File: config.mk
export PLATFORM = sky130hd
export DESIGN_NAME = rfa_mul
export DESIGN_NICKNAME = d
export VERILOG_FILES = /design/src/rtl/assert_macros.svh /design/src/rtl/rfa_mul.sv
export SDC_FILE = /design/constraint.sdc
export NUM_CORES = 2
export LEC_CHECK = 0
export BUFFER_PORTS_ARGS = -buffer_cell sky130_fd_sc_hd__buf_2
export CAP_MARGIN = 25
export CELL_PAD_IN_SITES_DETAIL_PLACEMENT = 1
export CELL_PAD_IN_SITES_GLOBAL_PLACEMENT = 2
export CORE_AREA = 3 3 279 281
export DETAILED_ROUTE_END_ITERATION = 10
export DIE_AREA = 0 0 282 284
export PLACE_DENSITY = 0.95
export SYNTH_ARGS = -nofsm -noshare
export SYNTH_HDL_FRONTEND = slang
export SYNTH_SLANG_ARGS = --single-unit
File: constraint.sdc
create_clock -name i_clk -period 21.5 [get_ports i_clk]
set_input_delay 5.375 -clock i_clk [delete_from_list [all_inputs] [get_ports i_clk]]
set_output_delay 5.375 -clock i_clk [all_outputs]
set_load 0.01 [all_outputs]
File: src/rtl/assert_macros.svh
// Assertion helper macros used by the top level of the fraction approximator.
// No dependencies; each macro expands to one labeled concurrent assertion.
`ifndef ASSERT_MACROS_SVH
`define ASSERT_MACROS_SVH

// Same-cycle implication, disabled while reset is asserted.
`define RFA_ASSERT_NOW(label, clk, rst_n, ante, cons) \
    label: assert property (@(posedge clk) disable iff (!rst_n) (ante) |-> (cons)) \
        else $error("assertion failed");

// Next-cycle implication, disabled while reset is asserted.
`define RFA_ASSERT_NEXT(label, clk, rst_n, ante, cons) \
    label: assert property (@(posedge clk) disable iff (!rst_n) (ante) |=> (cons)) \
        else $error("assertion failed");

`endif

File: src/rtl/rfa_mul.sv
// Shared 32x32 unsigned multiplier with a registered product.
// No dependencies.
`default_nettype none
module rfa_mul (
    input  wire logic        i_clk,
    input  wire logic [31:0] i_a,
    input  wire logic [31:0] i_b,
    output logic      [63:0] o_prod
);
    logic [63:0] r_prod;

    always_ff @(posedge i_clk) begin
        r_prod <= 64'(i_a) * 64'(i_b);
    end

    assign o_prod = r_prod;
endmodule
`default_nettype wire

== After elaboration in Yosys (flattened, before gate mapping) ==
Cells that the tools add are included.

* Add/subtract/negate cells: 0
* Multipliers: 1
* Divide/modulo/power cells: 0
* $lt $le $gt $ge: 0
* Eq/ne operators: 0
* Shifts and indexed selects: 0
* Multiplexer cells: 0
* Bitwise gates (word level): 0
* Reductions and logical operators: 0

{| class="wikitable"
|+ Operator list
! cell !! count
|-
| 32-bit by 32-bit multiplier with 64-bit output || 1
|}

* Flip-flop bits (word level): 64
* Latch bits: 0
* Bits in writable memories: 0
* ROM bits: 0
* Bits of input ports: 65
* Output and inout bits: 64
* Logic and storage cells: 2
* Memories: 0

== Logic depth before layout (Yosys ltp) ==
* Depth after elaboration: 1
* Depth in mapped cells: 29

== Worst setup path before layout ==
OpenSTA, ideal clock, no wires.

* Path type: input-to-reg
* Start point: input i_a[25]
* End point: register r_prod[62], in the netlist o_prod[62]
* Setup time: 0.072 ns
* Arrival: 12.056 ns
* Data required time: 21.428 ns
* Path slack: 9.372 ns
* Stages on the path: 25
* Cell sequence: clkbuf_1 -> nand2_1 -> fa_1 -> inv_1 -> fa_1 -> inv_1 -> fa_1 -> inv_1 -> fa_1 -> fa_1 -> fa_1 -> fa_1 -> inv_1 -> fa_1 -> inv_1 -> ha_1 -> buf_2 -> nand4_1 -> or4_1 -> or3_1 -> a31oi_1 -> a31o_2 -> a211oi_1 -> o21ai_1 -> xor2_1

* Cells in the longest elaborated chain, start to end: 1

{| class="wikitable"
|+ Ends and longest elaborated chain
! item !! line !! RTL
|-
| start: declaration || rfa_mul.sv:6 || <nowiki>input wire logic [31:0] i_a,</nowiki>
|-
| 32-bit by 32-bit multiplier with 64-bit output || rfa_mul.sv:13 || <nowiki>r_prod <= 64'(i_a) * 64'(i_b);</nowiki>
|-
| end signal: assignment || rfa_mul.sv:13 ||
|-
| end: declaration || rfa_mul.sv:10 || <nowiki>logic [63:0] r_prod;</nowiki>
|}

Every way passes these cells.

== Worst setup path in the final report ==
* Start point: input i_b[8]
* End point: register r_prod[62], in the netlist o_prod[62]

* Cells in the longest elaborated chain, start to end: 1

{| class="wikitable"
|+ Ends and longest elaborated chain
! item !! line !! RTL
|-
| start: declaration || rfa_mul.sv:7 || <nowiki>input wire logic [31:0] i_b,</nowiki>
|-
| 32-bit by 32-bit multiplier with 64-bit output || rfa_mul.sv:13 ||
|}

Every way passes these cells.

==> impl_metrics.tcl <==
set metrics [dict create \
    die_w_um 282 \
    hold_viol_final 0 \
    layout_common_cells "896 x fa_1, 865 x inv_1, 602 x and2_1" \
    cts_max_level 3 \
    initial_core_util_pct 45.8 \
    yosysWarningCount 0 \
    die-area_um2 80100 \
    cts_setup_buffers 0 \
    die_h_um 284 \
    cp_slowest_cell "buf_2" \
    cts-root-buf "clkbuf_16" \
    final.fill_count 8763 \
    cts_repair_resize_count 0 \
    track_usage_pct 26.7 \
    path_cells "buf_2, nand2_1, fa_1, inv_1, fa_1, inv_1, fa_1, inv_1, fa_1, fa_1, fa_1, fa_1, inv_1, fa_1, inv_1, ha_1, nand4_1, or4_1, or3_1, a31oi_1, a31o_2, a211oi_1, o21ai_1, xor2_1" \
    timing.fmax_ghz 0.0764 \
    grt_pass1_wl_mm 166 \
    async_flop_share_pct 0 \
    num_rows 101 \
    netlist_area_um2 34700 \
    io_buffer_count 128 \
    crit_type "in -> reg" \
    cts_tree "yes" \
    hold_class "in -> reg" \
    synth_cells 3748 \
    path_delay_family "adder cells" \
    antenna_left 0 \
    tightest_slew_ps 891 \
    nets 4897 \
    worstPathRequired_ps 21770 \
    drt-initial-drc-count 1121 \
    status "complete, no violations" \
    grt_overflow 0 \
    synth-main-ff-cell "dfxtp_1" \
    cts_buffer_depth 2 \
    yosysUniqueCellTypes 57 \
    crit_arrival_ps 13360 \
    clk_pin_slew_ps 60 \
    vias 25000 \
    slew_headroom_pct 40.6 \
    layout_commonest_cell "fa_1" \
    drv_slew 0 \
    cp-start-kind "primary input" \
    drc 0 \
    largest_reg_flops 64 \
    vias_per_cell 5.36 \
    firstDrtPassIters 5 \
    syn_area_per_cell_um2 9.25 \
    yosysSeqAreaShare_pct 3.69 \
    wire_per_inst_um 21.8 \
    finalCritPeriodShare_pct 60.9 \
    dp_hpwl_mm 83.6 \
    ys_seq_elements 64 \
    max_cap_viol_count 0 \
    synth_nets 4972 \
    min_period_ps 13090 \
    synth_edf_count 0 \
    finalWirelength_mm 102 \
    cts_hold_buf 0 \
    pin_count 129 \
    setup-tns-final_ps 0 \
    cp_num_buf_inv 6 \
    end_kind "register" \
    cts_num_sinks 64 \
    antenna_found_initial 2 \
    grt_pass1_vias 30300 \
    cpMostUsedCell "fa_1" \
    layout-drive-gt1-share_pct 4.51 \
    syn_to_final_growth_pct 4.08 \
    rsz0062_at_grt "no" \
    crit_fanout 32 \
    numCtsBuffers 9 \
    gp_congestion 0.841 \
    slowest_delay_ps 590 \
    grt_max_degree 33 \
    finalSetupViolations 0 \
    core_area_um2 75700 \
]
cells in the mapped netlist (all sizes together), types with 3 or more instances:
cell    instances  area, um2
o31ai           5       78.8
nand4          23        144
and3           14       87.6
a21oi          66        342
clkbuf        213        800
nand2         480       1800
and4            3       26.3
o221ai          3       26.3
o21bai         11       86.3
fa            896      17900
inv           865       3250
a31oi          12       75.1
a221o           4       40.0
a21boi          3       22.5
or2             3       18.8
ha            263       3290
or4             3       22.5
a211oi          3       22.5
a21o           40        300
xor2           25        219
or3             3       18.8
xnor2          35        307
nor3            7       35.0
dfxtp          64       1280
and2          602       3770
o21a            9       67.6
a221oi          4       87.6
nor2           20       75.1
nand3          10       50.1
buf             7       33.8
o21ai          26        130
layer usage:
| metal | up-vias | share of wire (%) | track usage (%) |
|---|---|---|---|
| li1 | 10700 | - | - |
| met1 | 13400 | 37 | 31.0 |
| met2 | 654 | 54 | 49.8 |
| met3 | 222 | 3.6 | 2.20 |
| met4 | 0 | 5.2 | 11.9 |
| met5 | - | 0 | 0 |
per-stage QoR:
step | hold slack, ps | utilization, % | worst slack (ps) | area, um2 | cells
floorplan | 5500 | - | 9370 | 34700 | 3748
global placement | 5770 | 47.2 | 8370 | 35800 | 4640
detailed placement | 5770 | 47.2 | 8210 | 35800 | 4640
CTS | 5640 | 47.7 | 8550 | 36100 | 4656
global route | 5660 | 47.7 | 8070 | 36100 | 4657
finish | 5650 | 47.7 | 8410 | 36100 | 4659
final timing paths:
kind | from | end | slack, ps | cells after the start
max | i_b[8] | o_prod[62]$_DFF_P_ | 8410 | 24
min | i_b[0] | o_prod[0]$_DFF_P_ | 5650 | 3
cell type report:
class	instances	area (um2)	area share, %
antenna	3	7.51	0.0208
sequential	64	1280	3.55
multi-input combinational	2599	29300	81.2
tap	978	1220	3.39
clock inverter	4	76.3	0.211
inverter	865	3250	9.00
clock buffer	12	256	0.711
timing repair buffer	134	686	1.90
logic make-up (layout without fill, tap and decap cells):
family / Yosys count / after routing / share of synthesized area [%]
AOI/OAI and AO/OA: 202 / 202 / 4.15
xor gates and xnor gates: 60 / 60 / 1.52
adders and majority gates: 1159 / 1159 / 61.2
buffers and inverters: 1085 / 1015 / 11.8
DFF: 64 / 64 / 3.69
muxes: 1 / 1 / 0.0289
other: 0 / 3 / 0
and+or+nand+nor: 1177 / 1177 / 17.6
Power is not shown: default switching activity piles up to over one toggle a cycle in this logic, so the estimate is an artifact.
