===== config.mk =====
export PLATFORM = sky130hd
export DESIGN_NAME = rfa_div
export DESIGN_NICKNAME = d
export VERILOG_FILES = /design/src/rtl/assert_macros.svh /design/src/rtl/rfa_pkg.sv /design/src/rtl/rfa_div.sv
export SDC_FILE = /design/constraint.sdc
export NUM_CORES = 1
export LEC_CHECK = 0
export ABC_AREA = 0
export BUFFER_PORTS_ARGS = -buffer_cell sky130_fd_sc_hd__buf_4
export CORE_ASPECT_RATIO = 0.7
export CORE_MARGIN = 3
export CORE_UTILIZATION = 25
export CTS_CLUSTER_DIAMETER = 80
export DETAILED_ROUTE_END_ITERATION = 7
export GPL_ROUTABILITY_DRIVEN = 0
export GPL_TIMING_DRIVEN = 0
export PLACE_DENSITY = 0.51
export SLEW_MARGIN = 20
export SYNTH_ARGS = -nofsm -noshare
export SYNTH_HDL_FRONTEND = slang
export SYNTH_SLANG_ARGS = --single-unit

===== constraint.sdc =====
create_clock -name i_clk -period 4.8 [get_ports i_clk]
set_input_delay 0.24 -clock i_clk [delete_from_list [all_inputs] [get_ports i_clk]]
set_output_delay 0.24 -clock i_clk [all_outputs]
set_load 0.05 [all_outputs]

===== src/rtl/assert_macros.svh =====
// Assertion helper macros used by the top level of the fraction approximator.
// No dependencies; each macro expands to one labeled concurrent assertion.
`ifndef ASSERT_MACROS_SVH
`define ASSERT_MACROS_SVH

// Same-cycle implication, disabled while reset is asserted.
`define RFA_ASSERT_NOW(label, clk, rst_n, ante, cons) \
    label: assert property (@(posedge clk) disable iff (!rst_n) (ante) |-> (cons)) \
        else $error("assertion failed");

// Next-cycle implication, disabled while reset is asserted.
`define RFA_ASSERT_NEXT(label, clk, rst_n, ante, cons) \
    label: assert property (@(posedge clk) disable iff (!rst_n) (ante) |=> (cons)) \
        else $error("assertion failed");

`endif


===== src/rtl/rfa_pkg.sv =====
// Shared types and constants of the rational fraction approximator.
// No dependencies; used by the divider and the top level.
`default_nettype none
package rfa_pkg;

    localparam int FRAC_BITS = 16;
    localparam int VAL_W     = 31;
    localparam int DIV_W     = 97;
    localparam int WIDE_W    = 98;
    localparam int KQ_W      = 33;
    localparam int CNT_W     = 7;

    localparam logic [1:0] STAT_OK   = 2'd0;
    localparam logic [1:0] STAT_ZERO = 2'd1;
    localparam logic [1:0] STAT_CAP  = 2'd2;
    localparam logic [1:0] STAT_OVF  = 2'd3;

    typedef struct packed {
        logic            done;
        logic [KQ_W-1:0] quo;
        logic            big;
        logic            rem_zero;
    } t_div_res;

    typedef enum logic [4:0] {
        S_IDLE, S_SDIV, S_SDIVW, S_MX, S_MT, S_CHK,
        S_U0, S_U1, S_U2, S_U3, S_U4, S_V1, S_V2, S_V3, S_V4,
        S_DSET, S_DIVW, S_K, S_J0, S_J1, S_J2, S_J3, S_J4, S_OUT
    } t_state;

endpackage
`default_nettype wire


===== src/rtl/rfa_div.sv =====
// Restoring bit-serial divider, one quotient bit per cycle.
// Depends on rfa_pkg; the quotient keeps KQ_W low bits plus a sticky overflow.
`default_nettype none
module rfa_div (
    input  wire logic                        i_clk,
    input  wire logic                        i_rst_n,
    input  wire logic                        i_start,
    input  wire logic [rfa_pkg::DIV_W-1:0]   i_dividend,
    input  wire logic [rfa_pkg::DIV_W-1:0]   i_divisor,
    output rfa_pkg::t_div_res                o_res
);
    import rfa_pkg::*;

    logic              r_busy, r_done;
    logic [CNT_W-1:0]  r_cnt;
    logic [DIV_W-1:0]  r_num, r_den, r_rem;
    logic [KQ_W-1:0]   r_quo;
    logic              r_big;
    logic [DIV_W:0]    rem_sh;
    logic [DIV_W+1:0]  diff;
    logic              ge;

    always_comb begin
        rem_sh = {r_rem, r_num[DIV_W-1]};
        diff   = {1'b0, rem_sh} - {2'b0, r_den};
        ge     = !diff[DIV_W+1];
    end

    always_ff @(posedge i_clk) begin
        if (!i_rst_n) begin
            r_busy <= 1'b0;
            r_done <= 1'b0;
            r_cnt  <= '0;
        end else begin
            r_done <= 1'b0;
            if (i_start) begin
                r_busy <= 1'b1;
                r_cnt  <= '0;
            end else if (r_busy) begin
                r_cnt <= r_cnt + 1'b1;
                if (r_cnt == CNT_W'(DIV_W-1)) begin
                    r_busy <= 1'b0;
                    r_done <= 1'b1;
                end
            end
        end
    end

    always_ff @(posedge i_clk) begin
        if (i_start) begin
            r_num <= i_dividend;
            r_den <= i_divisor;
            r_rem <= '0;
            r_quo <= '0;
            r_big <= 1'b0;
        end else if (r_busy) begin
            r_num <= {r_num[DIV_W-2:0], 1'b0};
            r_rem <= ge ? diff[DIV_W-1:0] : rem_sh[DIV_W-1:0];
            r_quo <= {r_quo[KQ_W-2:0], ge};
            r_big <= r_big | r_quo[KQ_W-1];
        end
    end

    assign o_res.done     = r_done;
    assign o_res.quo      = r_quo;
    assign o_res.big      = r_big;
    assign o_res.rem_zero = (r_rem == '0);
endmodule
`default_nettype wire


# Word level (Yosys, flattened, before mapping)
# Cells that the tools add are included.
# W data, S select, Z words.
# op_classes
bitwise_logic,3
mux,7
add_sub_neg,2
reduce_logical,5
n_eq_ne,1
# op_table
operator,count
$mux W97,3
$sub A98 B97 Y99,1
$logic_not A97 Y1,1
$add A7 B1 Y7 const B,1
$eq A7 B7 Y1 const B,1
$mux W1,4
$reduce_or A3 Y1,1
$not A1 Y1,2
$reduce_bool A2 Y1,1
$reduce_or A2 Y1,1
$logic_not A1 Y1,1
$or A1 B1 Y1,1
# totals
register_bits,334
output_inout_bits,36
input_bits,197

# Depth between registers and ports, before layout
# Gate-level depths: netlist of the first run.
# depth
depth_word,4
depth_mapped,18
ltp_nobuf,16

# Worst setup path before layout of the first run
# No wires, ideal clock.
# synth_path
path_type,reg-to-reg
from,register r_num[96]
to,register r_rem[96]
synth_period_minus_slack_ns,3.538
n_path_buf,0
setup_ns,0.086
arrival_time_ns,3.453
stages_incl_launch_ff,17
path_slack_ns,1.262
path_cell_list,edfxtp_1 -> inv_1 -> ha_1 -> inv_1 -> fa_1 -> a211oi_1 -> nor2_1 -> o22ai_1 -> o221ai_1 -> a21oi_1 -> o31ai_1 -> a31oi_1 -> o21ai_1 -> a211oi_1 -> o21ai_0 -> xnor2_1 -> a211oi_1
# synth_between
elab_chain_len,2
# synth_lines
element,line_no,source
start: declaration,rfa_div.sv:16,"logic [DIV_W-1:0] r_num, r_den, r_rem;"
start signal: assignment,rfa_div.sv:51,r_num <= i_dividend;
start signal: assignment,rfa_div.sv:57,"r_num <= {r_num[DIV_W-2:0], 1'b0};"
$sub A98 B97 Y99,rfa_div.sv:25,"diff = {1'b0, rem_sh} - {2'b0, r_den};"
$mux W97,rfa_div.sv:58,r_rem <= ge ? diff[DIV_W-1:0] : rem_sh[DIV_W-1:0];
end signal: assignment,rfa_div.sv:58,
end: declaration,rfa_div.sv:16,
# Every way passes these cells.
# A chain may end at the register's enable or synchronous reset.

# Worst setup path after layout of the first run
# layout_path
from,register r_den[0]
to,register r_rem[48]
# layout_between
elab_chain_len,2
# layout_lines
element,line_no,source
start: declaration,rfa_div.sv:16,
start signal: assignment,rfa_div.sv:52,r_den <= i_divisor;
$sub A98 B97 Y99,rfa_div.sv:25,
$mux W97,rfa_div.sv:58,
# Every way passes these cells.

==> metrics.txt, run 1 <==
Fillers 7765; Total Routed Length 66.0 mm; Slew Limit Fails 0; clock slew at reported path FFs 0.06 ns; sw frac 32.5%; combinational power share 26.3%; Critical Path Source Type register; vias per std cell 4.96; Area contributors post-synth edfxtp_1 30%, dfxtp_1 15%, ha_1 6.4%; Final ANT Viol Nets 0; Power Internal 6.01 mW; crit path launch r_den[0]; DRC violations left 0; IO Count 233; R2R setup slack 0.18 ns; max_slew headroom 28.8%; final-stage net count 2783; area overhead of the layout relative to synthesis 32.9%; vias in the first global route 16727; P_sw 2.89 mW; total congestion overflow 0; Final TNS setup 0 ns; Min Hold Slack 0.253 ns; asr flop ratio synth 0%; Fin. Hold Viols 0; Die H 238 um; Cell Area, Synth 0.0192 mm2; RSZ-0062 raised after global routing false; first-pass GRT wire length 99.5 mm; Setup-failing EPs final 0; Tightest Hold Check Type in2reg; max cap viols 0; HPWL Detailed 50.0 mm; Die Area 0.0804 mm2; Core Footprint 0.0757 mm2; number of enable flip-flop cells after synthesis 194; clock power share 34.5%; critical path arrival 5.11 ns; Netlist cell types 75; sequential share of the synthesized area 44.9%; cts bufs inserted 40; number of port buffers 232; critical path peak fanout 5; Rows 84; synth cell count leaders 212 x nand2_1, 205 x nor2_1, 194 x edfxtp_1; Die Wd 338 um; worst IR drop on VDD 0.222 mV; critical path capture point r_rem[48]; post-synthesis area per instance 9.54 um2; Setup Buffers After CTS 0; maximum clock frequency 217 MHz; Worst Path Required 5.29 ns; Synth area leader edfxtp_1; drt pass-1 iters 5; flop and latch count out of synthesis 334; Syn Nets 2313; Vias 17399; sequential power share 39.2%; H-tree Lvls 2; critical path class reg2reg; clk sinks 334; clk buf depth 3; Worst Reg-to-Reg Cells 15; Worst R2R Start r_den[0]; initial antenna violation count 7; clock latency on the worst-skew pair 0.60 ns; Yosys warning count 0; pwr dens 348 mW/mm2; Static Leakage 10.4 nW; largest net degree at the start of global routing 99; Synth Flop Type edfxtp_1; CTS tree yes; routed len/inst 18.8 um; Root Buffer Master clkbuf_16; Worst Skew 0.0339 ns; Starting DRT DRC Count 1548; CP endpoint kind register; post-layout min period 4.62 ns; Synth top area share 30.3%; most common cell in the netlist nand2_1; outcome finished clean; FF-to-FF End r_rem[48]; share of layout cells above drive strength 1 17.6%; Initial Util 25.4%; worst slew pin tran 1.07 ns; GRT Overall Usage 16.0%; final period utilization 96.2%; hold path start i_start; Post-Synthesis Cells 2016
## worst min-delay path by stage
stage	slack, ns	to	cells after the start
6_report	0.25	r_den[95]	1
5_1_grt	0.30	r_den[95]	1
4_1_cts	0.26	r_den[95]	1
3_5_place_dp	0.42	r_den[79]	1
3_3_place_gp	0.42	r_den[92]	1
2_1_floorplan	0.34	r_den[0]	0
## logic make-up (layout without fill, tap and decap cells)
family / count (synthesis) / after routing / share of synthesized area [%]
AO/OA/AOI/OAI: 495 / 495 / 17.0
XOR/XNOR: 95 / 95 / 4.33
flip-flops: 334 / 334 / 44.9
buffers and inverters: 246 / 745 / 5.14
multiplexers: 140 / 140 / 7.91
other: 0 / 5 / 0
AND/OR/NAND/NOR: 606 / 606 / 14.3
adder cells (fa/ha/maj): 100 / 100 / 6.54
## stage by stage
stage | total power, mW | cells | area (um2) | utilization [%] | worst slack, ns
finish | 8.90 | 3509 | 25600 | 33.8 | 0.181
global route | 9.36 | 3509 | 25600 | 33.8 | 0.0184
CTS | 8.95 | 3504 | 25500 | 33.7 | 0.00141
detailed placement | 5.68 | 3238 | 22300 | 29.4 | -0.300
global placement | 5.65 | 3237 | 22200 | 29.4 | -1.50
floorplan | 4.92 | 2016 | 19200 | - | 1.26
## area by class of cell
class	instances	area [um2]	share of cell area, %
antenna	5	12.5	0.0489
multi-input combinational	1436	9660	37.8
inverter	125	469	1.83
tap	989	1240	4.84
timing repair buffer	428	3720	14.6
buffer	121	528	2.06
sequential	334	8630	33.7
clock inverter	14	175	0.685
clock buffer	57	1130	4.43
## timing repair
item / in CTS / in global routing
setup endpoints to repair: 2 / 76
hold buffers: 195 / 0
resized for setup: 2 / 17
endpoints found under the hold margin: 195 / 0
## per-layer routing
metal	vias up	GRT usage (%)	part of all wire (%)
met1	8350	23.7	47
met5	-	0	0.062
li1	8289	-	-
met3	87	4.46	9.1
met2	667	22.8	42
met4	6	3.71	1.9
## power by group through the flow
stage | clock network, mW | registers (mW) | logic (mW)
2_1_floorplan | 0 | 3.46 | 1.46
5_1_grt | 3.29 | 3.51 | 2.56
3_5_place_dp | 0 | 3.54 | 2.14
6_report | 3.07 | 3.49 | 2.34
3_3_place_gp | 0 | 3.54 | 2.11
4_1_cts | 3.18 | 3.48 | 2.29
## cell usage in the layout, fill, tap and decap left out, types with 10 or more instances in the layout
cell type,synthesis,routed
o21ai_0,87,87
buf_2,12,11
inv_1,124,124
xor2_1,40,40
a311oi_1,49,49
edfxtp_1,194,194
clkbuf_16,0,41
o21bai_1,24,24
nand4_1,48,48
buf_4,8,239
dfxtp_1,140,140
o21a_1,10,10
nor4_1,30,30
nor3_1,25,24
a21o_1,62,62
nor2_1,205,205
nand3_1,18,18
buf_1,13,13
a211oi_1,39,38
nand2_1,212,211
ha_1,99,99
or3_1,13,13
mux2i_1,44,44
and3_1,13,13
dlygate4sd3_1,0,195
clkbuf_1,85,89
mux2_2,96,96
a21oi_1,148,147
xnor2_1,55,55
## state kept, by name (all words and copies together) (netlist names)
signal,cells
r_rem,97
r_num,97
r_big,1
r_done,1
r_quo,33
r_cnt,7
r_busy,1
r_den,97
## worst max-delay path, cell delays in order (launching register included)
cell      delay, ns
edfxtp_1       0.49
ha_1           0.24
inv_1          0.07
fa_1           0.24
a211oi_1       0.10
nor2_1         0.35
o22ai_2        0.22
o221ai_1       0.35
a21oi_2        0.20
o21ai_0        0.68
a21oi_1        0.27
o21ai_0        0.58
a31oi_1        0.19
xnor2_1        0.18
nand2_1        0.08
a311oi_1       0.26
Note: power is estimated with default switching activity, not from simulation.
==> inputs of run 2 (changes only) <==
--- a/config.mk
+++ b/config.mk
@@ -8,13 +8,12 @@
 export ABC_AREA = 0
 export BUFFER_PORTS_ARGS = -buffer_cell sky130_fd_sc_hd__buf_4
 export CORE_ASPECT_RATIO = 0.7
-export CORE_MARGIN = 3
+export CORE_MARGIN = 1
 export CORE_UTILIZATION = 25
 export CTS_CLUSTER_DIAMETER = 80
 export DETAILED_ROUTE_END_ITERATION = 7
 export GPL_ROUTABILITY_DRIVEN = 0
 export GPL_TIMING_DRIVEN = 0
-export PLACE_DENSITY = 0.51
 export SLEW_MARGIN = 20
 export SYNTH_ARGS = -nofsm -noshare
 export SYNTH_HDL_FRONTEND = slang
==> constraint.sdc (replaced) <==
create_clock -name i_clk -period 3.8 [get_ports i_clk]
set_input_delay 0.19 -clock i_clk [delete_from_list [all_inputs] [get_ports i_clk]]
set_output_delay 0.19 -clock i_clk [all_outputs]
set_load 0.05 [all_outputs]
==> metrics.txt, run 2 (same netlist as run 1, synthesis figures left out) <==
outcome finished clean; Total Routed Length 66.6 mm (+0.85%); vias per std cell 4.98 (+0.51%); Starting DRT DRC Count 1711 (+11%); Die Wd 334 um (-1.2%); Setup-failing EPs final 0 (unchanged); initial antenna violation count 1 (-6); DRC violations left 0 (unchanged); clock latency on the worst-skew pair 0.59 ns (about the same); critical path peak fanout 5 (unchanged); Vias 17563 (+0.94%); clk sinks 334 (unchanged); Die Area 0.0781 mm2 (-2.8%); critical path's slowest cell edfxtp_1; IO Count 233 (unchanged); number of port buffers 232 (unchanged); Buf/Inv on CP 2 (+1); Initial Util 25.5% (+0.035 points); Tightest Hold Check Type in2reg; RSZ-0062 raised after global routing true; critical path class reg2reg; critical path arrival 4.28 ns (-0.83 ns); H-tree Lvls 2 (unchanged); Critical Path Source Type register; clk buf depth 3 (unchanged); most frequent cells in the layout 268 x buf_4, 211 x nand2_1, 203 x nor2_1, 195 x dlygate4sd3_1, 194 x edfxtp_1; max cap viols 0 (unchanged); slowest stage delay, CP 0.49 ns (-0.19 ns); routed len/inst 18.9 um (+0.42%); Worst Skew 0.0357 ns (+0.00179 ns); R2R setup slack 0.02 ns (-0.16 ns); max_slew headroom 31.7% (+2.8 points); Root Buffer Master clkbuf_16; HPWL Detailed 48.3 mm (-3.5%); Core Footprint 0.0756 mm2 (-0.14%); Die H 234 um (-1.7%); Worst Path Required 4.30 ns (-0.99 ns); Final TNS setup 0 ns (unchanged); largest net degree at the start of global routing 99 (unchanged); CP endpoint kind register; drt pass-1 iters 5 (unchanged); Static Leakage 10.7 nW (+2.1%); worst IR drop on VDD 0.352 mV (+59%); Slew Limit Fails 0 (unchanged); share of layout cells above drive strength 1 21.8% (+4.2 points); vias in the first global route 16087 (-3.8%); Final ANT Viol Nets 0 (unchanged); post-layout min period 3.78 ns (-0.841 ns); final period utilization 99.4% (+3.2 points); first-pass GRT wire length 98.0 mm (-1.5%); clock slew at reported path FFs 0.06 ns (about the same); # diodes 0 (-5); Largest regs r_den x97, r_num x97, r_rem x97; CP delay by family, top compound AO/OA/AOI/OAI gates; Fin. Hold Viols 0 (unchanged); worst slew pin tran 1.03 ns (-0.0421 ns); Cell Chain, Critical Path ha_2, inv_2, fa_2, a211oi_4, nor2_4, o22ai_4, a211o_4, buf_4, o21a_1, o311a_1, o21bai_2, a21boi_0, xnor2_1, nand2_1, a21oi_1; dpl cells 3238 (unchanged); Rows 84 (unchanged); total congestion overflow 0 (unchanged); cts bufs inserted 39 (-2.5%); pwr dens 431 mW/mm2 (+24%); final-stage net count 2801 (+0.65%); maximum clock frequency 265 MHz (+22%); most common cell after layout, fill and taps aside buf_4; GRT Overall Usage 16.2% (+0.23 points); CTS tree yes; area overhead of the layout relative to synthesis 37.2%; Finished Layout Cells 3524 (+0.43%)
run 2: cell types whose count changed in the layout (fill, tap and decap cells not counted), sizes merged:
cell | before | now
buf | 267 | 303
clkbuf | 144 | 125
diode | 5 | 0
inv | 126 | 130
clkinv | 9 | 11
clkinvlp | 2 | 0
bufinv | 2 | 1
run 2: timing repair:
| item | CTS | global route |
|---|---|---|
| gates resized for setup | 70 | 107 |
| cloned | 0 | 3 |
| pin swaps | 14 | 30 |
| hold endpoints to repair | 195 | 0 |
| hold buffers | 195 | 0 |
| endpoints found under the setup margin | 98 | 98 |
| buffers inserted | 11 | 18 |
run 2: final cells by class:
| cell class | instances | area [um2] |
|---|---|---|
| Buffer | 108 | 608 |
| Clock buffer | 55 | 1090 |
| Clock inverter | 17 | 149 |
| Fill cell | 7658 | 49200 |
| Inverter | 125 | 469 |
| Multi-Input combinational cell | 1436 | 10200 |
| Sequential cell | 334 | 8630 |
| Tap cell | 989 | 1240 |
| Timing Repair Buffer | 460 | 4010 |
run 2: per-stage QoR:
| step | power, mW | setup WS [ns] | hold WS, ns | area, um2 | utilization, % |
|---|---|---|---|---|---|
| global placement | 7.13 | -2.52 | 0.369 | 22200 | 29.4 |
| detailed placement | 7.13 | -1.16 | 0.369 | 22300 | 29.4 |
| CTS | 11.2 | 0.00100 | 0.257 | 25800 | 34.1 |
| global route | 11.9 | -0.0210 | 0.289 | 26400 | 34.9 |
| floorplan | 6.21 | 0.262 | 0.289 | 19200 | - |
| finish | 11.4 | 0.0223 | 0.233 | 26400 | 34.9 |
run 2: report_power, final:
part | internal (mW) | total (mW) | switching [mW]
sequential | 4.17 | 4.41 | 0.242
clock | 2.10 | 3.74 | 1.64
combinational | 1.37 | 3.23 | 1.86
total | 7.64 | 11.4 | 3.74
run 2: worst paths after layout:
path / startpoint / to / cells past startpoint
max: r_den[0] / r_rem[70] / 15
min reg2reg: r_big / r_big / 2
min: i_start / r_den[83] / 1
max reg2reg: r_den[0] / r_rem[70] / 15
run 2: layer usage:
layer	share of wire, %	routed length [um]	vias up	global-route usage, %
met3	9.6	6390	84	3.85
met5	0.017	11	-	0
met1	47	31100	8406	24.4
li1	-	-	8326	-
met2	42	27700	745	23.0
met4	2.0	1300	2	3.97
